`src/cdlr_pkg.sv`:
```
// ----------------------------------------------------------------------------
// cdlr_pkg
// Types, glyph tables and digit helpers for the clock/date LED row renderer.
// ----------------------------------------------------------------------------
package cdlr_pkg;

    typedef logic [2:0] t_row;

    typedef struct packed {
        logic [6:0] year_high;
        logic [6:0] year_low;
        logic [3:0] month;
        logic [4:0] day;
        logic [4:0] hour;
        logic [5:0] minute;
        logic [5:0] second;
    } t_clock_state;

    localparam logic [5:0]  SEC_MAX    = 6'd59;
    localparam logic [5:0]  MIN_MAX    = 6'd59;
    localparam logic [4:0]  HOUR_MAX   = 5'd23;
    localparam logic [31:0] COLON_BITS = 32'h0018_0000;
    localparam t_row        LAST_ROW   = 3'd7;
    localparam t_row        SEC_ROW0   = 3'd3;
    localparam t_row        DATE_ROW0  = 3'd2;
    localparam t_row        DATE_ROWN  = 3'd6;
    localparam logic [3:0]  DIGIT_MAX  = 4'd9;
    localparam logic [2:0]  SMALL_ROWN = 3'd4;

    localparam logic [3:0] BIG_GLYPH [0:9][0:7] = '{
        '{4'h0, 4'hf, 4'h9, 4'h9, 4'h9, 4'h9, 4'h9, 4'hf},
        '{4'h0, 4'h4, 4'h4, 4'h4, 4'h4, 4'h4, 4'h4, 4'h4},
        '{4'h0, 4'hf, 4'h1, 4'h1, 4'hf, 4'h8, 4'h8, 4'hf},
        '{4'h0, 4'hf, 4'h1, 4'h1, 4'hf, 4'h1, 4'h1, 4'hf},
        '{4'h0, 4'h9, 4'h9, 4'h9, 4'hf, 4'h1, 4'h1, 4'h1},
        '{4'h0, 4'hf, 4'h8, 4'h8, 4'hf, 4'h1, 4'h1, 4'hf},
        '{4'h0, 4'hf, 4'h8, 4'h8, 4'hf, 4'h9, 4'h9, 4'hf},
        '{4'h0, 4'hf, 4'h1, 4'h1, 4'h1, 4'h1, 4'h1, 4'h1},
        '{4'h0, 4'hf, 4'h9, 4'h9, 4'hf, 4'h9, 4'h9, 4'hf},
        '{4'h0, 4'hf, 4'h9, 4'h9, 4'hf, 4'h1, 4'h1, 4'hf}
    };

    localparam logic [2:0] SMALL_GLYPH [0:9][0:4] = '{
        '{3'h7, 3'h5, 3'h5, 3'h5, 3'h7},
        '{3'h2, 3'h2, 3'h2, 3'h2, 3'h2},
        '{3'h7, 3'h1, 3'h7, 3'h4, 3'h7},
        '{3'h7, 3'h1, 3'h7, 3'h1, 3'h7},
        '{3'h5, 3'h5, 3'h7, 3'h1, 3'h1},
        '{3'h7, 3'h4, 3'h7, 3'h1, 3'h7},
        '{3'h7, 3'h4, 3'h7, 3'h5, 3'h7},
        '{3'h7, 3'h1, 3'h1, 3'h1, 3'h1},
        '{3'h7, 3'h5, 3'h7, 3'h5, 3'h7},
        '{3'h7, 3'h5, 3'h7, 3'h1, 3'h7}
    };

    // v / 10 for v < 128 via reciprocal 205/2048
    function automatic logic [3:0] tens(input logic [6:0] v);
        logic [14:0] p;
        p = {8'b0, v} * 15'd205;
        return p[14:11];
    endfunction

    function automatic logic [3:0] ones(input logic [6:0] v);
        logic [6:0] t10;
        logic [6:0] diff;
        t10  = {3'b0, tens(v)} * 7'd10;
        diff = v - t10;
        return diff[3:0];
    endfunction

    function automatic logic [3:0] big_row(input logic [3:0] d, input t_row r);
        if (d > DIGIT_MAX) begin
            return 4'h0;
        end
        return BIG_GLYPH[d][r];
    endfunction

    function automatic logic [2:0] small_row(input logic [3:0] d, input logic [2:0] g);
        if (d > DIGIT_MAX || g > SMALL_ROWN) begin
            return 3'h0;
        end
        return SMALL_GLYPH[d][g];
    endfunction

endpackage

```
`src/cdlr_clock.sv`:
```
// ----------------------------------------------------------------------------
// cdlr_clock
// Time and date registers: on accept, load on sync, else advance one second.
// ----------------------------------------------------------------------------
module cdlr_clock (
    input  logic                  i_clk,
    input  logic                  i_rst_n,
    input  logic                  i_accept,
    input  logic                  i_sync_valid,
    input  cdlr_pkg::t_clock_state i_sync,
    output cdlr_pkg::t_clock_state o_state
);

    cdlr_pkg::t_clock_state r_state;
    cdlr_pkg::t_clock_state n_state;

    always_comb begin
        n_state = r_state;
        if (i_sync_valid) begin
            n_state = i_sync;
        end else if (r_state.second >= cdlr_pkg::SEC_MAX) begin
            n_state.second = '0;
            if (r_state.minute >= cdlr_pkg::MIN_MAX) begin
                n_state.minute = '0;
                if (r_state.hour >= cdlr_pkg::HOUR_MAX) begin
                    n_state.hour = '0;
                end else begin
                    n_state.hour = r_state.hour + 5'd1;
                end
            end else begin
                n_state.minute = r_state.minute + 6'd1;
            end
        end else begin
            n_state.second = r_state.second + 6'd1;
        end
    end

    always_ff @(posedge i_clk) begin
        if (!i_rst_n) begin
            r_state <= '0;
        end else if (i_accept) begin
            r_state <= n_state;
        end
    end

    assign o_state = r_state;

endmodule

```
`src/cdlr_render.sv`:
```
// ----------------------------------------------------------------------------
// cdlr_render
// Builds the time and date bitmaps of one display row.
// ----------------------------------------------------------------------------
module cdlr_render (
    input  cdlr_pkg::t_clock_state i_state,
    input  cdlr_pkg::t_row         i_row,
    output logic [31:0]            o_time_row,
    output logic [31:0]            o_date_row
);

    logic [2:0]  w_sec_g;
    logic [2:0]  w_date_g;
    logic [31:0] w_time;
    logic [31:0] w_date;

    assign w_sec_g  = i_row - cdlr_pkg::SEC_ROW0;
    assign w_date_g = i_row - cdlr_pkg::DATE_ROW0;

    always_comb begin
        w_time = '0;
        w_time[30:27] = cdlr_pkg::big_row(cdlr_pkg::tens({2'b0, i_state.hour}), i_row);
        w_time[25:22] = cdlr_pkg::big_row(cdlr_pkg::ones({2'b0, i_state.hour}), i_row);
        w_time[17:14] = cdlr_pkg::big_row(cdlr_pkg::tens({1'b0, i_state.minute}), i_row);
        w_time[12:9]  = cdlr_pkg::big_row(cdlr_pkg::ones({1'b0, i_state.minute}), i_row);
        if (i_row >= cdlr_pkg::SEC_ROW0) begin
            w_time[7:5] = cdlr_pkg::small_row(cdlr_pkg::tens({1'b0, i_state.second}),
                                              w_sec_g);
            w_time[3:1] = cdlr_pkg::small_row(cdlr_pkg::ones({1'b0, i_state.second}),
                                              w_sec_g);
        end
        if (i_row == 3'd2 || i_row == 3'd3 || i_row == 3'd5 || i_row == 3'd6) begin
            w_time = w_time | cdlr_pkg::COLON_BITS;
        end
    end

    always_comb begin
        w_date = '0;
        if (i_row >= cdlr_pkg::DATE_ROW0 && i_row <= cdlr_pkg::DATE_ROWN) begin
            w_date[30:28] = cdlr_pkg::small_row(cdlr_pkg::tens(i_state.year_high), w_date_g);
            w_date[26:24] = cdlr_pkg::small_row(cdlr_pkg::ones(i_state.year_high), w_date_g);
            w_date[22:20] = cdlr_pkg::small_row(cdlr_pkg::tens(i_state.year_low), w_date_g);
            w_date[18:16] = cdlr_pkg::small_row(cdlr_pkg::ones(i_state.year_low), w_date_g);
            w_date[14:12] = cdlr_pkg::small_row(cdlr_pkg::tens({3'b0, i_state.month}),
                                                w_date_g);
            w_date[10:8]  = cdlr_pkg::small_row(cdlr_pkg::ones({3'b0, i_state.month}),
                                                w_date_g);
            w_date[6:4]   = cdlr_pkg::small_row(cdlr_pkg::tens({2'b0, i_state.day}),
                                                w_date_g);
            w_date[2:0]   = cdlr_pkg::small_row(cdlr_pkg::ones({2'b0, i_state.day}),
                                                w_date_g);
        end
    end

    assign o_time_row = w_time;
    assign o_date_row = w_date;

endmodule

```
`src/clock_date_led_row_render.sv`:
```
// ----------------------------------------------------------------------------
// clock_date_led_row_render
// Flow: a taken item loads the row counter; rows are then registered out.
// Rows: one row a cycle from the row counter, unless the output stalls.
// Reset: synchronous, clears time, date, row counter and output valid.
// ----------------------------------------------------------------------------
module clock_date_led_row_render (
    input  logic        i_clk,
    input  logic        i_rst_n,
    input  logic        i_in_valid,
    output logic        o_in_stall,
    input  logic        i_sync_valid,
    input  logic [6:0]  i_sync_year_high,
    input  logic [6:0]  i_sync_year_low,
    input  logic [3:0]  i_sync_month,
    input  logic [4:0]  i_sync_day,
    input  logic [4:0]  i_sync_hour,
    input  logic [5:0]  i_sync_minute,
    input  logic [5:0]  i_sync_second,
    output logic        o_out_valid,
    input  logic        i_out_stall,
    output logic [3:0]  o_row_number,
    output logic [31:0] o_time_row,
    output logic [31:0] o_date_row,
    output logic        o_last_row
);

    cdlr_pkg::t_clock_state w_sync;
    cdlr_pkg::t_clock_state w_state;
    logic [31:0]            w_time_row;
    logic [31:0]            w_date_row;
    logic                   w_load;
    logic                   w_emit;
    logic                   w_last;
    logic                   w_accept;

    logic                   r_busy;
    cdlr_pkg::t_row         r_row;
    logic                   r_out_valid;
    logic [3:0]             r_row_number;
    logic [31:0]            r_time_row;
    logic [31:0]            r_date_row;
    logic                   r_last_row;

    assign w_sync = '{year_high: i_sync_year_high, year_low: i_sync_year_low,
                      month: i_sync_month, day: i_sync_day, hour: i_sync_hour,
                      minute: i_sync_minute, second: i_sync_second};

    assign w_load     = !r_out_valid || !i_out_stall;
    assign w_emit     = r_busy && w_load;
    assign w_last     = (r_row == cdlr_pkg::LAST_ROW);
    // next item may enter as the last row of the frame goes out
    assign o_in_stall = r_busy && !(w_emit && w_last);
    assign w_accept   = i_in_valid && !o_in_stall;

    cdlr_clock u_clock (
        .i_clk        (i_clk),
        .i_rst_n      (i_rst_n),
        .i_accept     (w_accept),
        .i_sync_valid (i_sync_valid),
        .i_sync       (w_sync),
        .o_state      (w_state)
    );

    cdlr_render u_render (
        .i_state    (w_state),
        .i_row      (r_row),
        .o_time_row (w_time_row),
        .o_date_row (w_date_row)
    );

    always_ff @(posedge i_clk) begin
        if (!i_rst_n) begin
            r_busy      <= 1'b0;
            r_row       <= '0;
            r_out_valid <= 1'b0;
        end else begin
            if (w_accept) begin
                r_busy <= 1'b1;
                r_row  <= '0;
            end else if (w_emit) begin
                r_busy <= !w_last;
                r_row  <= r_row + 3'd1;
            end
            if (w_load) begin
                r_out_valid <= w_emit;
            end
        end
    end

    always_ff @(posedge i_clk) begin
        if (w_emit) begin
            r_row_number <= {1'b0, r_row} + 4'd1;
            r_time_row   <= w_time_row;
            r_date_row   <= w_date_row;
            r_last_row   <= w_last;
        end
    end

    assign o_out_valid  = r_out_valid;
    assign o_row_number = r_row_number;
    assign o_time_row   = r_time_row;
    assign o_date_row   = r_date_row;
    assign o_last_row   = r_last_row;

endmodule

```
`config.mk`:
```
export PLATFORM = sky130hd
export DESIGN_NAME = clock_date_led_row_render
export DESIGN_NICKNAME = d
export VERILOG_FILES = /design/src/cdlr_pkg.sv /design/src/cdlr_clock.sv /design/src/cdlr_render.sv /design/src/clock_date_led_row_render.sv
export SDC_FILE = /design/constraint.sdc
export NUM_CORES = 1
export LEC_CHECK = 0
export ABC_AREA = 1
export BUFFER_PORTS_ARGS = -buffer_cell sky130_fd_sc_hd__buf_2
export CAP_MARGIN = 10
export CORE_UTILIZATION = 31
export DETAILED_ROUTE_END_ITERATION = 12
export GPL_ROUTABILITY_DRIVEN = 0
export PLACE_DENSITY_LB_ADDON = 0.1
export SLEW_MARGIN = 10
export SYNTH_ARGS = -nofsm -noshare
export SYNTH_HDL_FRONTEND = slang
export SYNTH_HIERARCHICAL = 1
export SYNTH_SLANG_ARGS = --single-unit
```
`constraint.sdc`:
```
create_clock -name i_clk -period 12.95 [get_ports i_clk]
set_input_delay 0 -clock i_clk [delete_from_list [all_inputs] [get_ports i_clk]]
set_output_delay 0 -clock i_clk [all_outputs]
set_load 0.05 [all_outputs]
```
# Yosys cells after proc, flatten, opt, wreduce, memory -nomap -nowiden
# Memories as Yosys holds them, arrays and structs flattened.
# Cells that the tools add are included.
[totals]
regBits = 105
mem_bits_ro = 4448
inputBits = 45
mem_count = 14
[op_classes]
addsub = 14
mul = 14
magnitude_cmp = 38
n_eq_ne = 5
muxes = 133
n_bitwise = 18
reduce_logical = 30
[mem_list]
columns = ["name", "depth", "word_bits", "read_ports", "rd_ports_with_merged_regs", "write_ports", "line", "source"]
rows = [
  ["(no name shown)", 16, 32, 1, 0, 0, "cdlr_pkg.sv:75", "return BIG_GLYPH[d][r];"],
  ["(no name shown)", 16, 32, 1, 0, 0, "cdlr_pkg.sv:75", ""],
  ["(no name shown)", 16, 32, 1, 0, 0, "cdlr_pkg.sv:75", ""],
  ["(no name shown)", 16, 32, 1, 0, 0, "cdlr_pkg.sv:75", ""],
  ["(no name shown)", 16, 15, 1, 0, 0, "cdlr_pkg.sv:82", "return SMALL_GLYPH[d][g];"],
  ["(no name shown)", 16, 15, 1, 0, 0, "cdlr_pkg.sv:82", ""],
  ["+8 memories", "-", "-", "-", "-", "-", "-", ""],
]
[ops]
columns = ["operator", "n"]
rows = [
  ["2-to-1 mux 15 bit", 20],
  ["2-to-1 mux 32 bit", 8],
  ["2-to-1 mux 3 bit", 42],
  ["binary-select mux 3 bit (select 3 bit)", 10],
  ["greater-or-equal comparator 5 bit (second input constant)", 15],
  ["2-to-1 mux 4 bit", 16],
  ["binary-select mux 4 bit (select 3 bit)", 4],
  ["NOT 4 -> 5 bit", 9],
  ["> comparator 4 bit (second input constant)", 9],
  ["multiplier 7 x 8 -> 15 bit (second input constant)", 2],
  ["multiplier 6 x 8 -> 14 bit (second input constant)", 2],
  ["subtractor 4 bit", 7],
  ["multiplier 5 x 8 -> 13 bit (second input constant)", 2],
  ["2-to-1 mux 1 bit", 26],
  ["2-to-1 mux 21 bit", 1],
  ["2-to-1 mux 17 bit", 1],
  ["logical OR 1 bit", 13],
  ["adder 6 x 1 -> 6 bit (second input constant)", 2],
  ["greater-or-equal comparator 4 bit (second input constant)", 3],
  ["greater-or-equal comparator 6 bit (second input constant)", 2],
  ["multiplier 4 x 8 -> 12 bit (second input constant)", 1],
  ["2-to-1 mux 6 bit", 2],
  ["NOT 3 -> 4 bit", 3],
  ["2-to-1 mux 11 bit", 1],
  ["other kinds (26)", 51],
]

# Logic depth before layout (Yosys ltp)
# Gate-level depths: netlist of run 1.
[logic_depth]
depth_word = 13
ltp_mapped = 30
ltp_nobuf = 30

# Hierarchy
# The synthesis of run 1 kept the hierarchy.
[modules_own_cells]
columns = ["module", "n_inst", "cells_per_inst", "area_each_um2", "seq_area_each_um2"]
rows = [
  ["cdlr_render", 1, 1421, 9235.1, 0.0],
  ["clock_date_led_row_render", 1, 107, 2333.5, 2172.1],
  ["cdlr_clock", 1, 279, 1913.1, 800.8],
]

# Worst setup path before layout of run 1
# Ideal clock, no wire load.
[synth_path]
path_type = "reg-to-reg"
startpoint = "register u_clock.r_state (netlist bit u_clock/o_state[30])"
endpoint = "register r_date_row[18] (netlist: o_date_row[18]), data pin"
arrival_time_ns = 4.299
t_required_ns = 12.695
setup_slack_ns = 8.396
stages_incl_launch_ff = 28
n_path_buf = 0
path_cell_list = "dfxtp_1 ha_1 ha_1 fa_1 inv_1 fa_1 inv_1 ha_1 nand2_1 inv_1 nand2_1 nand2_1 nand2_1 nand3b_1 nand2_4 inv_2 ha_1 fa_1 xnor2_1 inv_1 nand2_4 nand3_4 nand2_8 nand2_4 nand2_1 nand2_1 nor2_2 a21oi_2"
[synth_via]
elab_chain_len = 11
elab_cells_between_ends = 15
classes_between = "add/sub: 1; mul: 2; order compare: 1; mux: 8; bitwise: 1; reduce/logical: 1; memory: 1"
[synth_lines]
columns = ["item", "line", "source"]
rows = [
  ["from (decl)", "cdlr_clock.sv:14", "cdlr_pkg::t_clock_state r_state;"],
  ["from (signal assigned)", "cdlr_clock.sv:42", "r_state <= n_state;"],
  ["multiplier 7 x 8 -> 15 bit (*)", "cdlr_pkg.sv:59", "p = {8'b0, v} * 15'd205;"],
  ["multiplier 4 x 3 -> 3 bit (*)", "cdlr_pkg.sv:66", "t10 = {3'b0, tens(v)} * 7'd10;"],
  ["subtractor 4 bit (*)", "cdlr_pkg.sv:67", "diff = v - t10;"],
  ["NOT 4 -> 5 bit (implied by the code)", "cdlr_pkg.sv:82", ""],
  ["memory read (16 x 15 bit)", "-", ""],
  ["2-to-1 mux 15 bit (implied by the code) (2 in a row)", "cdlr_pkg.sv:82", ""],
  ["binary-select mux 3 bit (select 3 bit)", "cdlr_pkg.sv:82", ""],
  ["2-to-1 mux 3 bit (implied by the code) (2 in a row)", "cdlr_pkg.sv:82", ""],
  ["2-to-1 mux 3 bit (*)", "cdlr_pkg.sv:82", ""],
  ["to (signal assigned)", "clock_date_led_row_render.sv:95", "r_date_row <= w_date_row;"],
  ["to (decl)", "clock_date_led_row_render.sv:42", "logic [31:0] r_date_row;"],
]
# Mark *: on every way between the ends. The rest lies on a longest branch, timed or not. The select of a mux whose other input is x is not followed.
# A chain may end at the register's enable or synchronous reset.

# Final worst setup path of run 1
[layout_path]
startpoint = "register u_clock.r_state (netlist bit u_clock/o_state[10])"
endpoint = "register r_time_row[11] (netlist: o_time_row[11]), data pin"
[layout_via]
elab_chain_len = 12
elab_cells_between_ends = 14
classes_between = "add/sub: 1; mul: 2; order compare: 1; mux: 8; bitwise: 1; memory: 1"
[layout_lines]
columns = ["item", "line", "source"]
rows = [
  ["multiplier 6 x 8 -> 14 bit (*)", "cdlr_pkg.sv:59", ""],
  ["multiplier 3 x 3 -> 3 bit (*)", "cdlr_pkg.sv:66", ""],
  ["subtractor 4 bit (*)", "cdlr_pkg.sv:67", ""],
  ["NOT 4 -> 5 bit (implied by the code)", "cdlr_pkg.sv:75", ""],
  ["memory read (16 x 32 bit)", "-", ""],
  ["2-to-1 mux 32 bit (implied by the code) (2 in a row)", "cdlr_pkg.sv:75", ""],
  ["binary-select mux 4 bit (select 3 bit)", "cdlr_pkg.sv:75", ""],
  ["2-to-1 mux 4 bit (implied by the code) (2 in a row)", "cdlr_pkg.sv:75", ""],
  ["2-to-1 mux 4 bit (*)", "cdlr_pkg.sv:75", ""],
  ["2-to-1 mux 21 bit (*)", "cdlr_render.sv:32", "if (i_row == 3'd2 || i_row == 3'd3 || i_row == 3'd5 || i_row == 3'd6) begin"],
  ["via w_time_row[11]", "clock_date_led_row_render.sv:30", "logic [31:0] w_time_row;"],
  ["to (signal assigned)", "clock_date_led_row_render.sv:94", "r_time_row <= w_time_row;"],
  ["to (decl)", "clock_date_led_row_render.sv:41", "logic [31:0] r_time_row;"],
]
# The timed path passes the listed nets; every way through them passes the cells marked *. The select of a mux whose other input is x is not followed.

==> results of run 1 <==
[registers in the layout, indices dropped and copies added (netlist names)]
name             count
r_busy               1
o_last_row           1
o_time_row          32
o_date_row          32
u_clock/o_state     40
r_row                3
o_row_number         4
o_out_valid          1
[metal layers]
| layer | part of all wire, % | GRT usage [%] |
|---|---|---|
| met1 | 49 | 22.6 |
| met2 | 46 | 28.2 |
| met3 | 3.2 | 2.44 |
| met4 | 1.5 | 5.20 |
| met5 | 0 | 0 |
[tightest hold or removal path, cell delays in order]
cell and delay (ns):
buf_2 0.23, nand2_1 0.10, nand2_1 0.05, nor2_1 0.08
nor2_1 0.04
[worst min-delay path by stage]
stage                 start  slack (ns)                  end
3_5_place_dp     i_in_valid        0.24               r_busy
5_1_grt        i_sync_valid        0.13  u_clock/o_state[10]
2_1_floorplan    i_in_valid        0.12               r_busy
3_3_place_gp     i_in_valid        0.26               r_busy
6_report       i_sync_valid        0.11  u_clock/o_state[10]
4_1_cts        i_sync_valid        0.08  u_clock/o_state[10]
[report_power, final]
group          switching, mW  internal, mW
registers             0.0215         0.407
clock network          0.203         0.308
logic                  0.332         0.177
[cells by family (layout without fill, tap and decap cells)]
family,count (synthesis),in the layout
AO/OA/AOI/OAI,237,237
XOR/XNOR,16,16
adder cells (fa/ha/maj),288,288
buffers and inverters,336,484
flip-flops,114,114
other,1,16
AND/OR/NAND/NOR,815,815
[cells in the final DEF (no fill, tap or decap), drive strengths merged, types with 4 or more instances in the layout]
master	count
a21o	4
a21oi	81
a31oi	6
buf	123
clkbuf	17
clkinv	6
conb	16
dfxtp	45
dlygate4sd3	42
edfxtp	69
fa	38
ha	250
inv	291
nand2	418
nand3	129
nand3b	7
nand4	22
nor2	210
nor3	17
o211ai	8
o21a	7
o21ai	104
o21bai	5
o31ai	5
or2	7
xnor2	8
xor2	8
[area by class of cell]
| class | instances | area (um^2) |
|---|---|---|
| fill | 4574 | 27300 |
| multi-input combinational | 1372 | 9210 |
| sequential | 114 | 2970 |
| inverter | 287 | 1080 |
| timing repair buffer | 165 | 1060 |
| tap | 585 | 732 |
| clock buffer | 17 | 425 |
| clock inverter | 15 | 198 |
[repair_timing]
| item | in CTS | in global routing |
|---|---|---|
| setup buffers | 0 | 0 |
| hold endpoints to repair | 45 | 0 |
| hold buffers | 42 | 0 |
[through the flow]
stage	hold WS, ns	setup slack (ns)	power (mW)	utilization, %	area [um^2]
after detailed placement	0.245	7.98	0.937	34.0	14600
after global placement	0.255	8.04	0.940	34.0	14600
after CTS	0.0827	7.96	1.47	36.5	15700
final	0.108	8.01	1.45	36.5	15700
after global routing	0.131	7.54	1.56	36.5	15700
after floorplan	0.121	8.40	0.824	-	13500
==> metrics, run 1 <==
grt ovf=0; most common library cells after synthesis=376 x nand2_1, 267 x inv_1, 250 x ha_1; Synth Area in Compound Gates=a little over 10%; Starting Density=about a third; Crit Path Max Fanout=9; Worst-Skew Late Latency=between 0.4 and 0.5 ns; Distinct cells, synth=60; pin count of the biggest net entering global routing=70; total track usage=between 15 and 20%; Starting DRT DRC Count=between 500 and 600; CP required=13.15 ns; chip height=around 210 um; clk_skew=0.00873 ns; delay-heaviest family, CP=adder cells; dpl cells=2481; DR DRC count=0; CTS Sinks=114; first-pass GRT wire length=59.6 mm; R2R Setup Slk=8.01 ns; post-synthesis mux area share=0%; Syn Inst Count=~1800; Fin Setup TNS=0 ns; die area=about 44000 um^2; worst-case reg-to-reg path depth=22; final antenna-violating net count=0; clock-pin slew on the worst setup and hold paths=about 0.06 ns; largest family of logic cells by synthesized area=adder cells; Post-Synthesis Cell Area=13500 um^2; Area growth syn-to-layout=16.2%; worst-path cell chain=inv_1 > ha_1 > fa_1 > inv_1 > fa_1 > ha_1 > a21oi_1 > nor2_1 > nor2_2 > nand3_1 > nand2_1 > ha_1 > inv_1 > fa_1 > xor2_1 > nand3_1 > nand3_4 > nand2_4 > o21ai_0 > nand2_1 > o21ai_0 > nor2_1; Power Density=approximately 92 nW/um^2; Layout Nets=2290; WL final=between 30 and 40 mm; outcome=completed; number of synthesized flops with an enable pin=69; number of max-cap violations=0; via count=between 10000 and 15000; initial antenna violation count=0; max_slew headroom=between 30% and 40%; Crit path arrival time=5.14 ns; DR pass1 iterations=5; Port Buffers=about 120; die width=between 200 and 250 um; # resized after CTS=0; Crit path largest cell delay=about 0.50 ns; Crit. path cell count=22; wire per inst=between 10 and 15 um; Final Hold Fails=0; CTS H-tree depth=4; worst-case clock buffer depth=2; largest cells by area after synthesis=ha_1 23%, edfxtp_1 15%, nand2_1 10%, inv_1 7.4%, dfxtp_1 6.7%; cell depth of the worst hold path=5; share of the synthesized area in the top cell type=a little under a quarter; register bit count reported by yosys=~110; fmax=202 MHz; clock root buffer=clkbuf_16; final period demand of the worst path=a little under 5 ns; # IOs=116; unrepaired setup endpoints after global routing=no; worst setup path endpoint=o_time_row[11]; core area=43000 um^2; post-synth top area cell=ha_1; Post-Synth Simple-Gate Area=27.7%; Final Non-Filler Cells=roughly 2600; TritonCTS clock tree=built; Peak VDD IR=0.0000618 V; Synth warnings=6; TritonCTS Buffers=17; post-synthesis sequential area ratio=around 22%; top_reg_cell synth=edfxtp_1; crit path capture type=register; FF-to-FF End=o_time_row[11]; Final Cycle Share=38.2%; hpwl dp=~28 mm; Startpoint Class=register; Vias/cell=~4.6; Diodes inserted=0; Slew @ Worst Pin=1.03 ns; vias in the first global route=roughly 12000; share of post-route cells with drive strength above 1=between 10% and 20%; final number of setup-violating endpoints=0; slowest stage cell, crit path=dfxtp_1; top-count cell post-synth=nand2_1; critical setup path kind=register to register; row count=76; Hold WC Path Type=input pin to register; Synth async-reset ratio=0%; CP bufs+invs=3; reg2reg start=u_clock/o_state[10]; post-synthesis xor/xnor area fraction=1.10%; adder-cell share of the synthesized area=between 20 and 30%; leakage power=8.29 nW; Worst Setup SP=u_clock/o_state[10]; Max Transition Viols Final=0; Syn Area/Cell=roughly 7.5 um^2
No activity file was read; power rests on OpenSTA's default activity.
==> inputs of run 2 (changes only) <==
==> constraint.sdc (replaced) <==
create_clock -name i_clk -period 5.2 [get_ports i_clk]
set_input_delay 0 -clock i_clk [delete_from_list [all_inputs] [get_ports i_clk]]
set_output_delay 0 -clock i_clk [all_outputs]
set_load 0.05 [all_outputs]
==> metrics, run 2 (same netlist as run 1, synthesis figures left out) <==
vias in the first global route=~12000; wire per inst=14.1 um; final hold slack=-0.0107 ns; post-route cell area=around 16000 um^2; max_slew headroom=28.0%; Peak VDD IR=roughly 0.00019 V; fmax=207 MHz; initial antenna violation count=0; number of max-cap violations=0; worst-case clock buffer depth=2; area of placed instances=roughly 15000 um^2; total track usage=17.4%; final antenna-violating net count=0; # IOs=116; Final Core Density=36.7%; Starting Density=31.4%; Reg area=slightly below 3000 um^2; Area growth syn-to-layout=17.0%; Worst-Skew Late Latency=approximately 0.46 ns; FF-to-FF End=o_date_row[18]; worst setup path endpoint=o_date_row[18]; Crit path arrival time=between 5 and 6 ns; CTS H-tree depth=4; CTS Sinks=about 110; DR DRC count=0; Worst Setup SP=u_clock/o_state[30]; row count=76; Crit Path Max Fanout=8; Hold WC Path Type=input pin to register; chip height=between 200 and 250 um; first-pass GRT wire length=between 60 and 70 mm; clock-pin slew on the worst setup and hold paths=approximately 0.060 ns; max reg flops=40; dpl cells=about 2500; hpwl dp=between 20 and 30 mm; R2R Setup Slk=~0.38 ns; die width=between 200 and 250 um; final period demand of the worst path=about 4.8 ns; cell depth of the worst hold path=3; TritonCTS Buffers=17; leakage power=8.35 nW; clk_skew=~0.014 ns; final number of setup-violating endpoints=0; Slew @ Worst Pin=around 1.1 ns; Fin Setup TNS=0 ns; Tot Pwr=3.53 mW; clock root buffer=clkbuf_16; via count=about 12000; crit path capture type=register; Power Density=between 200 and 250 nW/um^2; Port Buffers=115; CP required=5.41 ns; core area=approximately 43000 um^2; Final Cycle Share=92.8%; die area=44300 um^2; worst-case reg-to-reg path depth=27; final worst slack=0.376 ns; commonest cells after routing, fill and taps aside=376 x nand2_1, 265 x inv_1, 250 x ha_1, 191 x nor2_1, 118 x nand3_1; DR pass1 iterations=5; Startpoint Class=register; failing checks=hold timing; outcome=finished with violations; pin count of the biggest net entering global routing=45; Vias/cell=about 4.6; Final Non-Filler Cells=around 2600; critical setup path kind=register to register; Diodes inserted=0; commonest non-fill, non-tap cell in the layout=nand2_1; reg2reg start=u_clock/o_state[30]; Max Transition Viols Final=0; Final Hold Fails=1; pre-CTS setup slack=0.273 ns; WL final=36.3 mm; share of post-route cells with drive strength above 1=14.7%; grt ovf=0; Starting DRT DRC Count=between 500 and 600; multi-input logic area=9230 um^2; fillers=between 4000 and 5000; TritonCTS clock tree=built; Layout Nets=around 2300
run 2: metal layers:
metal  GRT usage [%]  wire length [um]  part of all wire [%]  vias up
met3            2.52              1330                   3.7       23
met2            29.0             16800                    46      217
met5               0                 0                     0        -
met4            5.25               546                   1.5        0
li1                -                 -                     -     6207
met1            23.0             17700                    49     5480
run 2: worst max-delay path, stage by stage (launching register included):
cell	delay, ns
dfxtp_1	0.41
ha_1	0.26
ha_1	0.29
fa_1	0.50
inv_1	0.05
fa_1	0.50
inv_1	0.04
ha_1	0.32
nand2_1	0.08
inv_1	0.04
nand2_1	0.05
nand2_1	0.05
nand2_1	0.07
nand3b_1	0.12
nand2_4	0.15
inv_2	0.08
ha_1	0.19
fa_1	0.40
xnor2_2	0.19
nand3_2	0.16
nand2_4	0.11
nand2_4	0.07
nand2_8	0.10
nand2_4	0.06
nand2_1	0.05
nand2_1	0.05
nor2_2	0.13
a21oi_2	0.06
run 2: area by class of cell:
| cell class | count | area share, % |
|---|---|---|
| clock buffer | 17 | 2.70 |
| clock inverter | 15 | 0.952 |
| inverter | 287 | 6.86 |
| multi-input combinational | 1372 | 58.5 |
| sequential | 114 | 18.9 |
| tap | 585 | 4.64 |
| timing repair buffer | 181 | 7.44 |
run 2: where the power goes:
group,switching [mW],internal [mW]
registers,0.0405,1.01
clock network,0.507,0.668
logic,0.848,0.452
total,1.40,2.13
run 2: timing repair:
item,CTS,global route
buffers inserted,0,0
endpoints found under the hold margin,44,0
resized for setup,0,9
hold buffers,41,0
endpoints found under the setup margin,0,9
run 2: worst min-delay path by stage:
stage,slack [ns],endpoint,from
2_1_floorplan,0.12,r_busy,i_in_valid
5_1_grt,0.04,u_clock/o_state[32],i_sync_year_low[6]
6_report,-0.01,u_clock/o_state[32],i_sync_year_low[6]
3_5_place_dp,0.25,r_busy,i_in_valid
3_3_place_gp,0.25,u_clock/o_state[25],i_sync_month[3]
4_1_cts,0.001,u_clock/o_state[32],i_sync_year_low[6]
